## config.mk

```make
export PLATFORM = sky130hd
export DESIGN_NAME = bitplane_row_to_chunky_decoder_unit
export DESIGN_NICKNAME = d
export VERILOG_FILES = /design/src/bpc_pkg.sv /design/src/bitplane_row_to_chunky_decoder_unit.sv /design/src/bpc_front.sv /design/src/bpc_queue.sv /design/src/bpc_back.sv
export SDC_FILE = /design/constraint.sdc
export NUM_CORES = 1
export LEC_CHECK = 0
export BUFFER_PORTS_ARGS = -buffer_cell sky130_fd_sc_hd__buf_2
export CAP_MARGIN = 30
export CORE_MARGIN = 5
export CORE_UTILIZATION = 52
export CTS_CLUSTER_DIAMETER = 30
export DETAILED_ROUTE_END_ITERATION = 7
export GPL_TIMING_DRIVEN = 0
export PLACE_DENSITY = 0.69
export SYNTH_ARGS = -nofsm -noshare
export SYNTH_HDL_FRONTEND = slang
export SYNTH_SLANG_ARGS = --single-unit
```

## constraint.sdc

```tcl
create_clock -name clk -period 4 [get_ports clk]
set_clock_uncertainty 0.15 [all_clocks]
set_input_delay 0.2 -clock clk [delete_from_list [all_inputs] [get_ports clk]]
set_output_delay 0.2 -clock clk [all_outputs]
set_load 0.02 [all_outputs]
```

## src/bpc_pkg.sv

```systemverilog
// ----------------------------------------------------------------------------
// bpc_pkg: shared types and codes of the bitplane row to chunky decoder
// Holds the plane phase codes, register indexes and the job record that
// travels from the byte front end to the pixel back end.
// ----------------------------------------------------------------------------
`default_nettype none

package bpc_pkg;

  typedef enum logic [1:0] {
    PH_PLANE0 = 2'd0,
    PH_PLANE1 = 2'd1,
    PH_PLANE2 = 2'd2,
    PH_PLANE3 = 2'd3
  } plane_phase_t;

  localparam logic [1:0] CFG_ROW_BYTES    = 2'd0;
  localparam logic [1:0] CFG_HEADER_BYTES = 2'd1;
  localparam logic [1:0] CFG_IMAGE_ROWS   = 2'd2;

  localparam int unsigned QueueDepth = 2;

  typedef struct packed {
    logic [7:0] plane0;
    logic [7:0] plane1;
    logic [7:0] plane2;
    logic [7:0] plane3;
    logic [3:0] group;
    logic [7:0] row;
    logic       image_end;
  } pixel_job_t;

  typedef struct packed {
    logic push;
    logic pop;
  } queue_ctrl_t;

  typedef struct packed {
    logic full;
    logic not_empty;
  } queue_status_t;

endpackage

`default_nettype wire

```

## src/bitplane_row_to_chunky_decoder_unit.sv

```systemverilog
// ----------------------------------------------------------------------------
// bitplane_row_to_chunky_decoder_unit: four-bitplane planar to chunky decoder
// Skips each image header, gathers plane 0..2 row bytes and turns every
// plane-3 byte into eight 4-bit pixel indices with x, y and last flags.
//
//   channel | handshake           | payload
//   --------+---------------------+-------------------------------------------
//   config  | cfg_write           | cfg_index, cfg_data
//   input   | in_valid / in_stall | data_byte
//   output  | out_valid/out_stall | pixel_index, pixel_x, pixel_y,
//           |                     | group_last, image_last
//
// One byte is taken per cycle while in_stall is low; a plane-3 byte yields
// eight output beats at one per cycle from the back end while out_stall is
// low, so the sustained rate over a row is set by the pixel walk (four bytes per group).
// The front stalls input only when the two-entry job queue is full.
// Synchronous reset restores register defaults and starts in the header.
// ----------------------------------------------------------------------------
`default_nettype none

module bitplane_row_to_chunky_decoder_unit #(
  parameter int unsigned MAX_ROW_BYTES = 16
) (
  input  wire logic       clk,
  input  wire logic       rst,
  input  wire logic       cfg_write,
  input  wire logic [1:0] cfg_index,
  input  wire logic [7:0] cfg_data,
  input  wire logic       in_valid,
  output logic            in_stall,
  input  wire logic [7:0] data_byte,
  output logic            out_valid,
  input  wire logic       out_stall,
  output logic [3:0]      pixel_index,
  output logic [6:0]      pixel_x,
  output logic [7:0]      pixel_y,
  output logic            group_last,
  output logic            image_last
);
  import bpc_pkg::*;

  queue_ctrl_t   q_ctrl;
  queue_status_t q_status;
  pixel_job_t    new_job, head_job;
  logic          push, pop;

  assign q_ctrl.push = push;
  assign q_ctrl.pop  = pop;

  bpc_front #(
    .MAX_ROW_BYTES(MAX_ROW_BYTES)
  ) u_front (
    .clk       (clk),
    .rst       (rst),
    .cfg_write (cfg_write),
    .cfg_index (cfg_index),
    .cfg_data  (cfg_data),
    .in_valid  (in_valid),
    .in_stall  (in_stall),
    .data_byte (data_byte),
    .q_status  (q_status),
    .push      (push),
    .job       (new_job)
  );

  bpc_queue u_queue (
    .clk    (clk),
    .rst    (rst),
    .ctrl   (q_ctrl),
    .wr_job (new_job),
    .status (q_status),
    .head   (head_job)
  );

  bpc_back u_back (
    .clk         (clk),
    .rst         (rst),
    .head        (head_job),
    .head_valid  (q_status.not_empty),
    .pop         (pop),
    .out_valid   (out_valid),
    .out_stall   (out_stall),
    .pixel_index (pixel_index),
    .pixel_x     (pixel_x),
    .pixel_y     (pixel_y),
    .group_last  (group_last),
    .image_last  (image_last)
  );

endmodule

`default_nettype wire

```

## src/bpc_front.sv

```systemverilog
// ----------------------------------------------------------------------------
// bpc_front: byte front end
// Skips header bytes, tracks plane, group and row, keeps plane 0..2 bytes in
// row stores and hands one job per plane-3 byte to the queue.
// ----------------------------------------------------------------------------
`default_nettype none

module bpc_front #(
  parameter int unsigned MAX_ROW_BYTES = 16
) (
  input  wire logic                clk,
  input  wire logic                rst,
  input  wire logic                cfg_write,
  input  wire logic [1:0]          cfg_index,
  input  wire logic [7:0]          cfg_data,
  input  wire logic                in_valid,
  output logic                     in_stall,
  input  wire logic [7:0]          data_byte,
  input  wire bpc_pkg::queue_status_t q_status,
  output logic                     push,
  output bpc_pkg::pixel_job_t      job
);
  import bpc_pkg::*;

  localparam int unsigned GW = (MAX_ROW_BYTES > 1) ? $clog2(MAX_ROW_BYTES) : 1;
  localparam logic [7:0] MaxRb = 8'(MAX_ROW_BYTES);

  logic [4:0] row_bytes;
  logic [5:0] header_bytes;
  logic [7:0] image_rows;

  logic         in_header, in_header_next;
  logic [5:0]   header_count, header_count_next;
  plane_phase_t plane_phase, plane_phase_next;
  logic [GW-1:0] group_index, group_index_next;
  logic [7:0]   row_index, row_index_next;

  logic [7:0] plane0_store [MAX_ROW_BYTES];
  logic [7:0] plane1_store [MAX_ROW_BYTES];
  logic [7:0] plane2_store [MAX_ROW_BYTES];
  logic [7:0] rd0, rd1, rd2;

  logic       accept, is_header, is_data;
  logic [7:0] rb8, g_inc8, g_ext8;
  logic [8:0] rows9, row_inc9;
  logic [5:0] hc_inc;
  logic       last_group, last_row;

  always_ff @(posedge clk) begin
    if (rst) begin
      row_bytes    <= 5'd3;
      header_bytes <= 6'd8;
      image_rows   <= 8'd24;
    end else if (cfg_write) begin
      case (cfg_index)
        CFG_ROW_BYTES:    row_bytes    <= cfg_data[4:0];
        CFG_HEADER_BYTES: header_bytes <= cfg_data[5:0];
        CFG_IMAGE_ROWS:   image_rows   <= cfg_data;
        default: ;
      endcase
    end
  end

  assign in_stall = q_status.full;
  assign accept   = in_valid && !in_stall;

  always_comb begin
    if (row_bytes == 5'd0) begin
      rb8 = 8'd1;
    end else if ({3'd0, row_bytes} > MaxRb) begin
      rb8 = MaxRb;
    end else begin
      rb8 = {3'd0, row_bytes};
    end
    rows9 = (image_rows == 8'd0) ? 9'd1 : {1'b0, image_rows};
  end

  assign g_ext8     = 8'(group_index);
  assign g_inc8     = g_ext8 + 8'd1;
  assign row_inc9   = {1'b0, row_index} + 9'd1;
  assign hc_inc     = header_count + 6'd1;
  assign is_header  = in_header && (header_count < header_bytes);
  assign is_data    = accept && !is_header;
  assign last_group = (g_inc8 >= rb8);
  assign last_row   = (row_inc9 >= rows9);

  always_comb begin
    in_header_next    = in_header;
    header_count_next = header_count;
    plane_phase_next  = plane_phase;
    group_index_next  = group_index;
    row_index_next    = row_index;
    if (accept) begin
      if (is_header) begin
        header_count_next = hc_inc;
        if (hc_inc >= header_bytes) begin
          in_header_next = 1'b0;
        end
      end else begin
        in_header_next = 1'b0;
        if (last_group) begin
          group_index_next = '0;
          if (plane_phase == PH_PLANE3) begin
            plane_phase_next = PH_PLANE0;
            if (last_row) begin
              row_index_next    = 8'd0;
              in_header_next    = 1'b1;
              header_count_next = 6'd0;
            end else begin
              row_index_next = row_inc9[7:0];
            end
          end else begin
            plane_phase_next = plane_phase_t'(plane_phase + 2'd1);
          end
        end else begin
          group_index_next = g_inc8[GW-1:0];
        end
      end
    end
  end

  always_ff @(posedge clk) begin
    if (rst) begin
      in_header    <= 1'b1;
      header_count <= 6'd0;
      plane_phase  <= PH_PLANE0;
      group_index  <= '0;
      row_index    <= 8'd0;
    end else begin
      in_header    <= in_header_next;
      header_count <= header_count_next;
      plane_phase  <= plane_phase_next;
      group_index  <= group_index_next;
      row_index    <= row_index_next;
    end
  end

  // write at the current group, read ahead at the next one; bypass on a match
  always_ff @(posedge clk) begin
    if (is_data && plane_phase == PH_PLANE0) begin
      plane0_store[group_index] <= data_byte;
    end
    if (is_data && plane_phase == PH_PLANE1) begin
      plane1_store[group_index] <= data_byte;
    end
    if (is_data && plane_phase == PH_PLANE2) begin
      plane2_store[group_index] <= data_byte;
    end
    if (is_data && plane_phase == PH_PLANE0 && group_index == group_index_next) begin
      rd0 <= data_byte;
    end else begin
      rd0 <= plane0_store[group_index_next];
    end
    if (is_data && plane_phase == PH_PLANE1 && group_index == group_index_next) begin
      rd1 <= data_byte;
    end else begin
      rd1 <= plane1_store[group_index_next];
    end
    if (is_data && plane_phase == PH_PLANE2 && group_index == group_index_next) begin
      rd2 <= data_byte;
    end else begin
      rd2 <= plane2_store[group_index_next];
    end
  end

  assign push = is_data && (plane_phase == PH_PLANE3);

  always_comb begin
    job.plane0    = rd0;
    job.plane1    = rd1;
    job.plane2    = rd2;
    job.plane3    = data_byte;
    job.group     = g_ext8[3:0];
    job.row       = row_index;
    job.image_end = last_group && last_row;
  end

endmodule

`default_nettype wire

```

## src/bpc_queue.sv

```systemverilog
// ----------------------------------------------------------------------------
// bpc_queue: job queue
// Short first-in first-out buffer that decouples the byte front end from
// the pixel back end.
// ----------------------------------------------------------------------------
`default_nettype none

module bpc_queue (
  input  wire logic                  clk,
  input  wire logic                  rst,
  input  wire bpc_pkg::queue_ctrl_t  ctrl,
  input  wire bpc_pkg::pixel_job_t   wr_job,
  output bpc_pkg::queue_status_t     status,
  output bpc_pkg::pixel_job_t        head
);
  import bpc_pkg::*;

  localparam int unsigned PW = (QueueDepth > 1) ? $clog2(QueueDepth) : 1;
  localparam logic [PW:0] DepthCount = (PW + 1)'(QueueDepth);
  localparam logic [PW-1:0] LastSlot = PW'(QueueDepth - 1);

  pixel_job_t  slots [QueueDepth];
  logic [PW-1:0] wr_ptr, rd_ptr;
  logic [PW:0]   count;

  assign status.full      = (count == DepthCount);
  assign status.not_empty = (count != '0);
  assign head             = slots[rd_ptr];

  always_ff @(posedge clk) begin
    if (ctrl.push) begin
      slots[wr_ptr] <= wr_job;
    end
  end

  always_ff @(posedge clk) begin
    if (rst) begin
      wr_ptr <= '0;
      rd_ptr <= '0;
      count  <= '0;
    end else begin
      if (ctrl.push) begin
        wr_ptr <= (wr_ptr == LastSlot) ? '0 : wr_ptr + PW'(1);
      end
      if (ctrl.pop) begin
        rd_ptr <= (rd_ptr == LastSlot) ? '0 : rd_ptr + PW'(1);
      end
      case ({ctrl.push, ctrl.pop})
        2'b10:   count <= count + (PW + 1)'(1);
        2'b01:   count <= count - (PW + 1)'(1);
        default: count <= count;
      endcase
    end
  end

endmodule

`default_nettype wire

```

## src/bpc_back.sv

```systemverilog
// ----------------------------------------------------------------------------
// bpc_back: pixel back end
// Walks the eight pixels of the job at the queue head, MSB first, into a
// registered output beat.
// ----------------------------------------------------------------------------
`default_nettype none

module bpc_back (
  input  wire logic                   clk,
  input  wire logic                   rst,
  input  wire bpc_pkg::pixel_job_t    head,
  input  wire logic                   head_valid,
  output logic                        pop,
  output logic                        out_valid,
  input  wire logic                   out_stall,
  output logic [3:0]                  pixel_index,
  output logic [6:0]                  pixel_x,
  output logic [7:0]                  pixel_y,
  output logic                        group_last,
  output logic                        image_last
);
  import bpc_pkg::*;

  logic [2:0] pix;
  logic [2:0] sh;
  logic       advance, emit, final_pix;

  assign advance   = !out_valid || !out_stall;
  assign emit      = advance && head_valid;
  assign final_pix = (pix == 3'd7);
  assign sh        = 3'd7 - pix;
  assign pop       = emit && final_pix;

  always_ff @(posedge clk) begin
    if (rst) begin
      out_valid <= 1'b0;
      pix       <= 3'd0;
    end else if (advance) begin
      out_valid <= head_valid;
      if (head_valid) begin
        pix <= pix + 3'd1;
      end
    end
  end

  always_ff @(posedge clk) begin
    if (emit) begin
      pixel_index <= {head.plane3[sh], head.plane2[sh], head.plane1[sh], head.plane0[sh]};
      pixel_x     <= {head.group, pix};
      pixel_y     <= head.row;
      group_last  <= final_pix;
      image_last  <= final_pix && head.image_end;
    end
  end

endmodule

`default_nettype wire

```

; ---- Word-level counts from Yosys, hierarchy flattened
; Memory sizes are Yosys's and may differ from the RTL's. A register that Yosys moved wholly into a read port is not among the register bits.
; Cells that the tools add are included.
[word_totals]
regBits = 69
mem_bits_rw = 474
input_bits = 23
out_inout_bits = 23
word_cells = 120
mem_count = 4
[mem_list]
columns = memory, depth, width, read_ports, rd_clocked_by_memory_dff, write_ports, line_no
row1 = u_front.plane0_store, 16, 8, 1, 1, 1, bpc_front.sv:38  ; logic [7:0] plane0_store [MAX_ROW_BYTES];
row2 = u_front.plane1_store, 16, 8, 1, 1, 1, bpc_front.sv:39  ; logic [7:0] plane1_store [MAX_ROW_BYTES];
row3 = u_front.plane2_store, 16, 8, 1, 1, 1, bpc_front.sv:40  ; logic [7:0] plane2_store [MAX_ROW_BYTES];
row4 = u_queue.slots, 2, 45, 1, 1, 1, bpc_queue.sv:22  ; pixel_job_t slots [QueueDepth];
[op_classes]
addsub = 10
magnitude_cmp = 6
eq_ne = 10
muxes = 38
n_bitwise = 1
n_reduce_logical = 33
[op_table]
columns = cell, n
row1 = 2-to-1 mux 6 bit, 4
row2 = 2-to-1 mux 8 bit, 3
row3 = 2-to-1 mux 1 bit, 21
row4 = binary-select mux 1 bit (select 3 bit), 4
row5 = 2-to-1 mux 4 bit, 3
row6 = logical AND 1 bit, 11
row7 = == test 2 bit (second input constant), 5
row8 = AND reduction 2 bit, 5
row9 = nonzero test 2 bit, 5
row10 = adder 8 x 1 -> 9 bit (second input constant), 1
row11 = >= comparator 9 bit, 1
row12 = >= comparator 8 bit, 1
row13 = logical NOT 8 bit, 1
row14 = AND reduction 4 bit, 2
row15 = adder 6 x 1 -> 6 bit (second input constant), 1
row16 = == test 2 x 1 -> 1 bit (second input constant), 3
row17 = >= comparator 6 bit, 1
row18 = < comparator 6 bit, 1
row19 = adder 4 x 1 -> 5 bit (second input constant), 1
row20 = greater-than comparator 5 bit (second input constant), 1
row21 = logical NOT 5 bit, 1
row22 = 2-to-1 mux 5 bit, 1
row23 = adder 2 x 1 -> 2 bit (second input constant), 2
row24 = logical NOT 1 bit, 4
row25 = other kinds (13), 15

; ---- Longest topological paths before layout
[logic_depth]
word_depth = 7
depth_mapped = 10
depth_no_buf = 10

; ---- Cells and area by module
; From an unflattened synthesis, not the netlist that was laid out.
[hier_totals]
hier_cells = 1140
hier_area_um2 = 21944.8
[by_module_without_submodules]
columns = module, n_inst, cells_per_inst, area_per_inst_um2, seq_area_each_um2
row1 = bpc_front, 1, 926, 17419.2, 12411.9
row2 = bpc_queue, 1, 162, 3447.1, 2802.7
row3 = bpc_back, 1, 52, 1078.5, 710.7

; ---- Worst setup path before layout
; OpenSTA, ideal clock, no wires.
[synth_timing]
path_kind = reg-to-reg
from = reg u_front.header_bytes[5]
to = mem u_queue.slots[0][0] in the netlist's numbering (enable)
setup_ns = 0.447
t_arrival_ns = 3.361
required_ns = 3.403
slack_ns = 0.042
stages_incl_launch_ff = 8
n_path_buf = 0
period_less_slack_ns = 3.958
path_cell_list = dfxtp_1 -> inv_1 -> ha_1 -> o21ai_1 -> a2111oi_4 -> a21boi_4 -> inv_4 -> nor2_1
[synth_between]
elab_chain_len = 7
[synth_lines]
columns = element, line_no
row1 = from (decl), bpc_front.sv:29  ; logic [5:0] header_bytes;
row2 = from (signal assigned), bpc_front.sv:57  ; CFG_HEADER_BYTES: header_bytes <= cfg_data[5:0];
row3 = < comparator 6 bit, bpc_front.sv:82  ; assign is_header = in_header && (header_count < header_bytes);
row4 = logical AND 1 bit, bpc_front.sv:82
row5 = logical NOT 1 bit, bpc_front.sv:83  ; assign is_data = accept && !is_header;
row6 = logical AND 1 bit, bpc_front.sv:83
row7 = logical AND 1 bit, bpc_front.sv:166  ; assign push = is_data && (plane_phase == PH_PLANE3);
row8 = 2-to-1 mux 1 bit, bpc_queue.sv:31  ; if (ctrl.push) begin
row9 = 2-to-1 mux 1 bit (not written as such), bpc_queue.sv:32  ; slots[wr_ptr] <= wr_job;
row10 = to (decl), bpc_queue.sv:22
; No other way between the ends.

; ---- Worst setup path after layout
[layout_timing]
from = reg u_front.group_index[2]
to = reg u_front.group_index[1]
[layout_between]
elab_chain_len = 5
[layout_lines]
columns = element, line_no
row1 = from (decl), bpc_front.sv:35  ; logic [GW-1:0] group_index, group_index_next;
row2 = from (signal assigned), bpc_front.sv:133  ; group_index <= group_index_next;
row3 = adder 4 x 1 -> 5 bit, bpc_front.sv:79  ; assign g_inc8 = g_ext8 + 8'd1;
row4 = >= comparator 8 bit, bpc_front.sv:84  ; assign last_group = (g_inc8 >= rb8);
row5 = 2-to-1 mux 4 bit, bpc_front.sv:101  ; if (last_group) begin
row6 = 2-to-1 mux 4 bit, bpc_front.sv:94  ; if (is_header) begin
row7 = 2-to-1 mux 4 bit, bpc_front.sv:93  ; if (accept) begin
; No other way between the ends.
; A chain may end at the register's enable or synchronous reset.

==> metrics.cfg <==
[worst_setup_path]
setup.worst_path.end_class = flop
endpoint = u_front.group_index[1]
r2r_end = u_front.group_index[1]
critPathMaxFanout = 10
worstPathRequired_ns = 4.41
critPathArrivalTime_ns = 3.92
crit_start = u_front.group_index[2]
critPathLaunchType = flop
reg2reg_from = u_front.group_index[2]
reg2reg_depth = 9
r2r_setup_slack_ns = 0.49
criticalPathCategory = reg2reg

[cts]
cts_setup_buffers = 0
cts.sinks = 548
cts_max_level = 3
cts_made_buffers = 106
clk_path_buf_depth = 3
clkLatencyLatePin_ns = 0.64
clock_tree.root_cell = clkbuf_16
clk_pin_slew_ns = 0.05
cts_tree = yes

[drt]
wirelength_mm = 49.5
firstDrtPassIters = 6
drc = 0
drt_iter0_drc = 1144
wire_per_inst_um = 25.7
route.vias.total = 11368
detail_route.vias_per_cell = 5.92
ant_nets = 0

[sta]
hold_viol = 0
worstMarginPinSlew_ns = 1.00
max_freq_mhz = 285
maxSlewHeadroom_pct = 32.8
setup_violations = 0
slew_violations = 0
min_period_over_period_pct = 87.6
fin_setup_tns_ns = 0
rsz0062_at_grt = false
min_period_ns = 3.51

[yosys]
yosys.cell_types.count = 62
ys_ff_latch = 548
syn_area_mm2 = 0.0218
syn_avg_cell_area_um2 = 19.5
yosys_warnings = 0
synth_async_sr_flop_share_pct = 0
ys_seq_area_share_pct = 73.0
ys.flop_type = edfxtp_1
synth-edff-count = 495
syn_inst = 1117
synth_fp_nets = 1178

[placement]
place_area_mm2 = 0.0228
io_buffers = 44
gp_congestion = 0.815
place_hpwl_mm = 29.6

[layout]
antennaDiodeCount = 0
drive_gt1_share_pct = 31.1
mostFrequentLayoutCell = edfxtp_1
final_cell_mix = edfxtp_1 (495), mux4_2 (140), clkbuf_16 (108)
final_util_pct = 63.9
fin_nets = 1354
syn_to_final_growth_pct = 22.4
final_area_mm2 = 0.0267

[floorplan]
die_area_mm2 = 0.0461
start_util_pct = 52.2
num_io_pins = 46
rows = 75
die_w_um = 215
die_y_um = 215
core_area_mm2 = 0.0418

[power_and_ir_drop]
pwr_density_cell_mw_per_mm2 = 592
ir_drop_mv = 0.369
total_power_uw = 15800
p_leak_uw = 0.00887

[min_path]
hold_class = in2reg

[global_routing]
grt_pass1_wl_mm = 74.9
grt_use_met1_pct = 29.5
busiest_layer = met2
grt_use_total_pct = 21.7
grt_max_degree = 51
antenna_found_initial = 0
grtUsageMet3_pct = 4.62
overflow = 0
first_global_vias = 11803
gr-usage-met2_pct = 35.5

[flow_run]
maxCapViolations = 0

[outcome]
status = completed

kinds of logic after synthesis:
family / after synthesis / share of synthesized area [%]
flip-flops: 548 / 73.0
AND/OR/NAND/NOR: 191 / 4.04
multiplexers: 170 / 15.9
buffers and inverters: 81 / 1.73
AO/OA/AOI/OAI: 72 / 2.43
adder cells (fa/ha/maj): 38 / 2.18
XOR/XNOR: 17 / 0.683
worst min path at each step:
stage | startpoint | endpoint | depth (start not counted)
floorplan | data_byte[0] | u_front.plane0_store[0][0] | 0
global placement | cfg_data[6] | u_front.image_rows[6] | 3
detailed placement | u_back.pix[2] | u_back.pixel_x[2] | 0
CTS | data_byte[7] | u_queue.slots[0][20] | 1
global route | data_byte[7] | u_queue.slots[0][20] | 1
finish | data_byte[7] | u_queue.slots[0][20] | 1
synth_stat cells (11+ instances only):
library cell    n  area (µm²)
a21oi_1        16        80.1
ha_1           38         475
edfxtp_1      495       14900
xnor2_1        11        96.3
buf_2          18        90.1
nand3_1        17        85.1
inv_1          28         105
mux2_2         12         135
mux4_2        140        3150
nand2_1        43         161
mux2i_1        18         180
dfxtp_1        53        1060
clkbuf_1       19        71.3
o21ai_0        14        70.1
nor2_1         77         289
timing repair:
item	4_1_cts	5_1_grt
endpoints found under the hold margin	32	50
hold buffers	14	1
gates resized for setup	0	0
critical path, cell delays in order (launching register included):
cell      delay (ns)
dfxtp_1         0.42
clkbuf_1        0.39
nand3_1         0.53
inv_1           0.20
ha_1            0.27
a21o_1          0.19
a31oi_1         0.47
clkbuf_1        0.45
nand3_1         0.17
a21oi_1         0.17
flip-flops by register name, indices dropped and copies added (netlist names), 3 cells and up, named ones only:
register / flops
u_back.pixel_x: 7
u_front.plane1_store: 128
u_back.pixel_y: 8
u_back.pix: 3
u_front.header_bytes: 6
u_front.image_rows: 8
u_front.plane2_store: 128
u_front.header_count: 6
u_queue.slots: 90
u_front.group_index: 4
u_front.row_index: 8
u_back.pixel_index: 4
u_front.row_bytes: 5
u_front.plane0_store: 128
stage by stage:
stage	hold slack, ns	instances	setup slack (ns)
3_3_place_gp	0.284	1700	-1.31
5_1_grt	0.140	1921	0.276
4_1_cts	0.108	1917	0.561
2_1_floorplan	0.149	1117	0.0419
6_report	0.130	1921	0.495
3_5_place_dp	0.300	1706	0.585
final cells by class:
| class | count | area, µm² |
|---|---|---|
| Inverter | 31 | 119 |
| Clock inverter | 80 | 955 |
| Clock buffer | 117 | 2760 |
| Buffer | 50 | 259 |
| Sequential cell | 548 | 15900 |
| Tap cell | 539 | 674 |
| Timing Repair Buffer | 68 | 495 |
| Multi-Input combinational cell | 488 | 5520 |
| Fill cell | 2760 | 15100 |
layer usage:
layer | share of wire (%) | vias up
li1 | - | 4913
met1 | 41 | 5886
met2 | 49 | 461
met3 | 6.8 | 108
met4 | 2.9 | 0
met5 | 0 | -
power by group:
part / internal, µW / leakage, µW / switching, µW / total [µW]
logic: 232 / 0.00218 / 312 / 545
registers: 6260 / 0.00489 / 12.1 / 6280
clock network: 6010 / 0.00179 / 2970 / 8990
No activity file was read; power rests on OpenSTA's default activity.
